**src/rtl/e2c_pkg.sv**
```systemverilog
// e2c_pkg: constants and the month table for the epoch to calendar converter
// used by e2c_month_lookup and epoch_to_calendar_datetime; no dependencies
package e2c_pkg;

  localparam int unsigned NumStages = 8;

  localparam logic [31:0] Base2000Secs = 32'd946684800;
  localparam logic [31:0] End2100Secs  = 32'd4102444800;

  // reciprocals: x/60 = (x*R60)>>37, x/24 = (x*R24)>>36, x/1461 = (x*R1461)>>32
  localparam logic [31:0] Recip60   = 32'h88888889;
  localparam logic [31:0] Recip24   = 32'hAAAAAAAB;
  localparam logic [21:0] Recip1461 = 22'd2939745;

  localparam logic [10:0] DaysPerGroup = 11'd1461;
  localparam logic [10:0] Year1Start   = 11'd366;
  localparam logic [10:0] Year2Start   = 11'd731;
  localparam logic [10:0] Year3Start   = 11'd1096;

  // first day of each month within the year
  function automatic logic [8:0] month_first(input logic leap, input logic [3:0] mo);
    logic [8:0] base;
    case (mo)
      4'd0:    base = 9'd0;
      4'd1:    base = 9'd31;
      4'd2:    base = 9'd59;
      4'd3:    base = 9'd90;
      4'd4:    base = 9'd120;
      4'd5:    base = 9'd151;
      4'd6:    base = 9'd181;
      4'd7:    base = 9'd212;
      4'd8:    base = 9'd243;
      4'd9:    base = 9'd273;
      4'd10:   base = 9'd304;
      4'd11:   base = 9'd334;
      default: base = 9'd0;
    endcase
    if (leap && (mo >= 4'd2)) begin
      base = base + 9'd1;
    end
    return base;
  endfunction

endpackage

```
**src/rtl/e2c_month_lookup.sv**
```systemverilog
// e2c_month_lookup: day of year to month and day of month
// depends on e2c_pkg (month_first)
module e2c_month_lookup (
  input  logic [8:0] day_of_year_i,
  input  logic       leap_i,
  output logic [3:0] month_idx_o,
  output logic [4:0] day_idx_o
);

  logic [8:0] first;

  always_comb begin
    month_idx_o = 4'd0;
    for (int m = 1; m < 12; m++) begin
      if (day_of_year_i >= e2c_pkg::month_first(leap_i, 4'(m))) begin
        month_idx_o = 4'(m);
      end
    end
  end

  assign first     = e2c_pkg::month_first(leap_i, month_idx_o);
  assign day_idx_o = 5'(day_of_year_i - first);

endmodule

```
**src/rtl/epoch_to_calendar_datetime.sv**
```systemverilog
// epoch_to_calendar_datetime: top level of the epoch seconds to date/time converter
// depends on e2c_pkg and e2c_month_lookup
//
// Usage:
//   Input channel: epoch_seconds_i with in_valid_i / in_ready_o. A transaction
//   carries unsigned seconds since 1970-01-01 00:00:00.
//   Output channel: second, minute, hour, day, month, year of century and
//   out_of_range with out_valid_o / out_ready_i, one transaction per input.
//   Inputs before 2000-01-01 or from 2100-01-01 on give out_of_range = 1 and
//   all other fields zero.
//   Throughput is one transaction per cycle while out_ready_i is high: eight
//   register stages, each holding one constant-reciprocal multiply or a
//   subtract and a table compare, with a valid bit per stage.
//   Reset clears all stage valid bits; no transactions are in flight after it.
//   When the receiver stalls, a stage holds only while it is full and the one
//   after it cannot move, so bubbles close up; once all stages are full,
//   in_ready_o drops. Nothing is dropped or repeated.
module epoch_to_calendar_datetime (
  input  logic        clk_i,
  input  logic        rst_ni,
  input  logic        in_valid_i,
  output logic        in_ready_o,
  input  logic [31:0] epoch_seconds_i,
  output logic        out_valid_o,
  input  logic        out_ready_i,
  output logic [5:0]  sec_out_o,
  output logic [5:0]  min_out_o,
  output logic [4:0]  hour_out_o,
  output logic [4:0]  day_of_month_o,
  output logic [3:0]  month_out_o,
  output logic [6:0]  year_of_century_o,
  output logic        out_of_range_o
);

  localparam int unsigned NS = e2c_pkg::NumStages;

  logic [NS:1] valid_q;
  logic [NS:1] en;

  // stage payloads
  logic [NS-1:1] oor_q;
  logic [31:0]   rem1_q, rem2_q;
  logic [63:0]   p1_q;
  logic [25:0]   q1_q;
  logic [57:0]   p2_q;
  logic [19:0]   q2_q;
  logic [51:0]   p3_q;
  logic [15:0]   days_q;
  logic [37:0]   p4_q;
  logic [4:0]    grp6_q, grp7_q;
  logic [10:0]   dig_q;
  logic [1:0]    yr_q;
  logic [8:0]    doy_q;
  logic [5:0]    sec3_q, sec4_q, sec5_q, sec6_q, sec7_q;
  logic [5:0]    min4_q, min5_q, min6_q, min7_q;
  logic [4:0]    hour5_q, hour6_q, hour7_q;

  logic [5:0]    sec_q, min_q;
  logic [4:0]    hour_q, day_q;
  logic [3:0]    month_q;
  logic [6:0]    year_q;
  logic          oor_out_q;

  // combinational values between stages
  logic        oor_d;
  logic [25:0] q1_d;
  logic [19:0] q2_d;
  logic [15:0] days_d;
  logic [4:0]  grp_d;
  logic [10:0] dig_d;
  logic [1:0]  yr_d;
  logic [8:0]  doy_d;
  logic [3:0]  mo_idx;
  logic [4:0]  day_idx;

  // stall chain
  always_comb begin
    en[NS] = !valid_q[NS] || out_ready_i;
    for (int k = NS - 1; k >= 1; k--) begin
      en[k] = !valid_q[k] || en[k+1];
    end
  end

  assign in_ready_o = en[1];

  always_ff @(posedge clk_i or negedge rst_ni) begin
    if (!rst_ni) begin
      valid_q <= '0;
    end else begin
      if (en[1]) begin
        valid_q[1] <= in_valid_i;
      end
      for (int k = 2; k <= NS; k++) begin
        if (en[k]) begin
          valid_q[k] <= valid_q[k-1];
        end
      end
    end
  end

  assign oor_d  = (epoch_seconds_i < e2c_pkg::Base2000Secs) ||
                  (epoch_seconds_i >= e2c_pkg::End2100Secs);
  assign q1_d   = p1_q[62:37];
  assign q2_d   = p2_q[56:37];
  assign days_d = p3_q[51:36];
  assign grp_d  = p4_q[36:32];
  assign dig_d  = 11'(32'(days_q) - 32'(grp_d) * 32'(e2c_pkg::DaysPerGroup));

  // year within the four-year group, the first one leap
  always_comb begin
    if (dig_q < e2c_pkg::Year1Start) begin
      yr_d  = 2'd0;
      doy_d = 9'(dig_q);
    end else if (dig_q < e2c_pkg::Year2Start) begin
      yr_d  = 2'd1;
      doy_d = 9'(dig_q - e2c_pkg::Year1Start);
    end else if (dig_q < e2c_pkg::Year3Start) begin
      yr_d  = 2'd2;
      doy_d = 9'(dig_q - e2c_pkg::Year2Start);
    end else begin
      yr_d  = 2'd3;
      doy_d = 9'(dig_q - e2c_pkg::Year3Start);
    end
  end

  e2c_month_lookup u_month_lookup (
    .day_of_year_i (doy_q),
    .leap_i        (yr_q == 2'd0),
    .month_idx_o   (mo_idx),
    .day_idx_o     (day_idx)
  );

  always_ff @(posedge clk_i) begin
    if (en[1]) begin
      oor_q[1] <= oor_d;
      rem1_q   <= epoch_seconds_i - e2c_pkg::Base2000Secs;
    end
    if (en[2]) begin
      oor_q[2] <= oor_q[1];
      rem2_q   <= rem1_q;
      p1_q     <= 64'(rem1_q) * 64'(e2c_pkg::Recip60);
    end
    if (en[3]) begin
      oor_q[3] <= oor_q[2];
      q1_q     <= q1_d;
      sec3_q   <= 6'(rem2_q - 32'(q1_d) * 32'd60);
      p2_q     <= 58'(q1_d) * 58'(e2c_pkg::Recip60);
    end
    if (en[4]) begin
      oor_q[4] <= oor_q[3];
      q2_q     <= q2_d;
      sec4_q   <= sec3_q;
      min4_q   <= 6'(32'(q1_q) - 32'(q2_d) * 32'd60);
      p3_q     <= 52'(q2_d) * 52'(e2c_pkg::Recip24);
    end
    if (en[5]) begin
      oor_q[5] <= oor_q[4];
      days_q   <= days_d;
      sec5_q   <= sec4_q;
      min5_q   <= min4_q;
      hour5_q  <= 5'(32'(q2_q) - 32'(days_d) * 32'd24);
      p4_q     <= 38'(days_d) * 38'(e2c_pkg::Recip1461);
    end
    if (en[6]) begin
      oor_q[6] <= oor_q[5];
      grp6_q   <= grp_d;
      dig_q    <= dig_d;
      sec6_q   <= sec5_q;
      min6_q   <= min5_q;
      hour6_q  <= hour5_q;
    end
    if (en[7]) begin
      oor_q[7] <= oor_q[6];
      grp7_q   <= grp6_q;
      yr_q     <= yr_d;
      doy_q    <= doy_d;
      sec7_q   <= sec6_q;
      min7_q   <= min6_q;
      hour7_q  <= hour6_q;
    end
    if (en[8]) begin
      oor_out_q <= oor_q[7];
      if (oor_q[7]) begin
        sec_q   <= '0;
        min_q   <= '0;
        hour_q  <= '0;
        day_q   <= '0;
        month_q <= '0;
        year_q  <= '0;
      end else begin
        sec_q   <= sec7_q;
        min_q   <= min7_q;
        hour_q  <= hour7_q;
        day_q   <= day_idx + 5'd1;
        month_q <= mo_idx + 4'd1;
        year_q  <= {grp7_q, yr_q};
      end
    end
  end

  assign out_valid_o       = valid_q[NS];
  assign sec_out_o         = sec_q;
  assign min_out_o         = min_q;
  assign hour_out_o        = hour_q;
  assign day_of_month_o    = day_q;
  assign month_out_o       = month_q;
  assign year_of_century_o = year_q;
  assign out_of_range_o    = oor_out_q;

endmodule

```
**config.mk**
```make
export PLATFORM = sky130hd
export DESIGN_NAME = epoch_to_calendar_datetime
export DESIGN_NICKNAME = d
export VERILOG_FILES = /design/src/rtl/e2c_pkg.sv /design/src/rtl/e2c_month_lookup.sv /design/src/rtl/epoch_to_calendar_datetime.sv
export SDC_FILE = /design/constraint.sdc
export NUM_CORES = 2
export LEC_CHECK = 0
export BUFFER_PORTS_ARGS = -buffer_cell sky130_fd_sc_hd__buf_2
export CAP_MARGIN = 10
export CORE_AREA = 2 2 271 326
export DETAILED_ROUTE_END_ITERATION = 12
export DIE_AREA = 0 0 273 328
export PLACE_DENSITY = 0.61
export SLEW_MARGIN = 20
export SYNTH_ARGS = -nofsm -noshare
export SYNTH_HDL_FRONTEND = slang
export SYNTH_SLANG_ARGS = --single-unit
```
**constraint.sdc**
```tcl
create_clock -name clk_i -period 8.51 [get_ports clk_i]
set_clock_uncertainty 0.1 [all_clocks]
set_input_delay 0.851 -clock clk_i [delete_from_list [all_inputs] [get_ports clk_i]]
set_output_delay 0.851 -clock clk_i [all_outputs]
set_load 0.03 [all_outputs]
```
Word level (Yosys, flattened, before mapping)
Memories as Yosys holds them, arrays and structs flattened. Index checks and enable logic that the tools add are counted.

Memories kept: 1. Flip-flop bits (word level): 419. Input port bits: 36. ROM bits: 144.

Order comparisons: 17. Multiply operators: 8. Add/sub/neg operators: 12. Multiplexer cells: 27. Reductions and logical operators: 20.

Memory list: (name not given) (words 16, width 9, rd ports 1, clocked after Yosys merged registers in 0, write ports 0, line e2c_pkg.sv:23) `case (mo)`.

Operators by type and width (count): $mul 32x32->63 const B (1); $mul 26x32->57 const B (1); $mul 20x32->52 const B (1); $mux 4 (11); $mul 16x22->37 const B (1); $ge 9x8->1 (4); $ge 32x32->1 const B (1); $lt 32x30->1 const B (1); $sub 32x30->32 const B (1); $ge 9x9->1 (3); $mux 9 (3); $mul 26x4->4 const B (1); $mul 20x4->4 const B (1); $ge 9x7->1 (2); $mul 16x2->2 const B (1); $sub 6x6->6 (2); $lt 11x10->1 const B (1); $lt 11x11->1 const B (1); $lt 11x9->1 const B (1); $mul 5x11->11 const B (1); $sub 11x11->11 (1); $add 5x1->5 const B (2); $sub 5x5->5 (2); $ge 9x5->1 const B (1); 15 further kinds (39).

Longest topological paths before layout
Depth in word-level cells: 18. Depth in mapped cells: 28. Depth with buffers taken out: 27.

Hierarchy
A second synthesis with hierarchy kept.

Cell total of the unflattened synthesis: 3516. Area total of the unflattened synthesis: 38620.8 um^2.

Modules (own cells, without submodules): epoch_to_calendar_datetime (instances 1, seq. area each 8277.9 um^2, cells an instance 3413, area an instance 37798.8 um^2); e2c_month_lookup (instances 1, seq. area each 0.0 um^2, cells an instance 103, area an instance 822.0 um^2).

Worst setup path before layout
Ideal clock, no wire load.

Path kind: register to register. Start: reg p2_q[53]. End: reg p3_q[51], data pin. Library setup time: 260 ps. Path buffers: 0. Arrival: 6388 ps. Cell stages (with the launch flop): 23. Data required time: 8150 ps. Path slack: 1762 ps. Clock period less this slack: 6748 ps. Cells stage by stage: edfxtp_1 ha_1 fa_1 fa_1 inv_1 fa_1 inv_1 fa_1 inv_1 fa_1 inv_1 fa_1 ha_1 nand4_1 nor4_1 and2_1 o2bb2ai_1 a21oi_2 o21ai_1 a221oi_2 o211ai_1 a21oi_1 xnor2_1.

Longest elaborated chain between the ends: 1.

RTL lines: from (decl) (line epoch_to_calendar_datetime.sv:45) `logic [57:0] p2_q;`; from (signal assigned) (line epoch_to_calendar_datetime.sv:147) `p2_q <= 58'(q1_d) * 58'(e2c_pkg::Recip60);`; $mul 20x32->52 (line epoch_to_calendar_datetime.sv:154) `p3_q <= 52'(q2_d) * 52'(e2c_pkg::Recip24);`; to (signal assigned) (line epoch_to_calendar_datetime.sv:154); to (decl) (line epoch_to_calendar_datetime.sv:47) `logic [51:0] p3_q;`.

Every way passes these cells. A chain may end at the register's enable or synchronous reset.

Worst setup path after layout
Ends and elaborated chain as after synthesis.

==> results.ini <==
[run_status]
outcome=complete, no violations

[clocking]
clock_sinks=277
post_cts_buffers=0
htree_num_levels=2
cts-root-buf=clkbuf_16
ctsResizeCount=0
cts_tree=done
cts_hold_buf=0
numCtsBuffers=35
clkLatencyLatePin_ns=0.54
clkTransAtPathRegs_ns=0.06
cts_buffer_depth=3

[setup_path]
worstPathArrival_ns=7.49
path_cells=ha_1, fa_1, fa_1, inv_1, fa_1, inv_1, fa_1, inv_1, fa_1, inv_1, fa_1, ha_1, nand4_1, nor4_1, and2_1, o2bb2ai_1, a21oi_2, o21ai_1, a221oi_2, o211ai_1, a21oi_1, xnor2_1
path_delay_family=adder cells
slowest_delay_ns=0.67
slowest_stage=fa_1
crit_required_ns=8.69
worstPathMaxFanout=6
cp-end-kind=register
crit_path_start_kind=register
cp_num_buf_inv=4
crit_path_frequent_cell=fa_1
critPathKind=reg -> reg

[timing]
max_freq_mhz=137
worstMarginPinSlew_ns=1.06
slew_viol_final=0
final_hold_viol_count=0
setup_viol=0
finalCriticalPeriod_ns=7.31
setup-tns-final_ns=0
timing.slew.headroom_pct=28.4
fin_crit_sh_pct=85.9
rsz0062_at_grt=no

[global_route]
use_met3_pct=2.14
grt_max_degree=37
met2_usage_pct=32.8
grt_pass1_vias=25200
antenna_found_initial=1
grt_pass1_wl_mm=128
use_met1_pct=22.5
gr-total-overflow=0
track_usage_pct=18.1
globalRoute.busiestLayer=met2

[run]
cap_violations=0

[synthesis]
synth_largest_area_cell=ha_1
ys_warn_count=0
synthDistinctLibCells=81
async_reset_ff_share_pct=2.89
synth-seq-area-share_pct=22.0
synth_edf_count=269
synth_top_area_share_pct=27.5
synth-seq-cells=277
syn_nets=4749
netlist_instances=3379
avgSynthCellArea_um2=11.2
synth_area_mm2=0.0377
synth_ff_type=edfxtp_1
synth_area_leaders=ha_1, fa_1, edfxtp_1

[route]
routed_via_density=4.98
dr.pass1.iters=5
drc=0
routed_wirelength_mm=77.4
first_iter_violations=910
vias=23100
drtAntennaViolNets=0
post_drt_wl_per_cell_um=16.7

[cells_and_area]
antenna_cells=0
drive_gt1_share_pct=4.82
final_common_cell=inv_1
nNetsFinal=4852
areaGrowthSynthToFinish_pct=8.09
final_cell_mix=inv_1, ha_1, fa_1

[floorplan]
rows=118
dieArea_mm2=0.0895
die_w_um=273
die_h_um=328
core_area_mm2=0.0862
start_util_pct=43.7
io_pins=72

[placement]
hpwl_mm=67.6
portBuffers=71
gp_congestion=0.893

[min_path]
hp-class=in -> async

-- final timing paths --
kind                               to      from  slack [ns]  cells after the start
setup / recovery             p3_q[51]  p2_q[53]        1.20                     22
hold / removal             valid_q[8]    rst_ni        0.06                      1
setup reg to reg             p3_q[51]  p2_q[53]        1.20                     22
hold reg to reg              oor_q[5]  oor_q[4]        0.31                      0
max in group asynchronous  valid_q[2]    rst_ni        8.08                      1
min in group clk_i           oor_q[5]  oor_q[4]        0.31                      0
-- state kept, by name, summed over array words and instances (netlist names), 8 cells and up --
register  flops
days_q       11
dig_q        11
doy_q         9
p1_q         26
p2_q         20
p3_q         16
rem1_q       32
valid_q       8
-- cell families (layout without fill, tap and decap cells) --
logic type	Yosys count	count (layout)	synth area share (%)
mux	1	1	0.0266
simple gates	386	386	5.16
buf+inv	870	997	8.67
compound gates	378	378	6.71
flops	277	277	22.0
fa+ha+maj	1334	1334	54.4
xor+xnor	133	133	3.09
-- cell type report --
class / instances / area [µm²]
inverters: 856 / 3210
clock inverters: 23 / 350
multi-input cells: 2232 / 26100
flip-flops and latches: 277 / 8280
well taps: 1140 / 1430
fillers: 7983 / 45500
repair buffers: 80 / 423
clock buffers: 38 / 887
-- per-stage QoR --
stage	instance area, µm²	instances	util [%]	worst slack [ns]	hold WS, ns
after floorplan	37700	3379	-	1.76	0.300
after global placement	39500	4585	45.8	1.21	0.301
after detailed placement	39500	4585	45.8	1.14	0.305
after CTS	40700	4646	47.2	1.14	0.0402
after global routing	40700	4646	47.2	0.677	0.0556
final	40700	4646	47.2	1.20	0.0558
-- synth_stat cells, types with 18 or more instances --
cell,n
a21oi_1,116
nor2_1,95
xor2_1,40
a21o_1,30
nand2_1,84
a211oi_1,25
xnor2_1,93
nor2b_1,50
nand4_1,30
fa_1,505
edfxtp_1,269
inv_1,855
nand3_1,38
o21ai_0,62
nor3_1,24
nand2b_1,18
ha_1,829
-- per-layer routing --
layer  up-vias  wire, µm
met5         -         0
li1      11400         -
met4         0      2370
met2       297     39800
met3       112      2420
met1     11300     32800
Power is left out: the tool's default activity adds up to more than one toggle a clock period on the data nets, which glitch-free logic cannot reach.
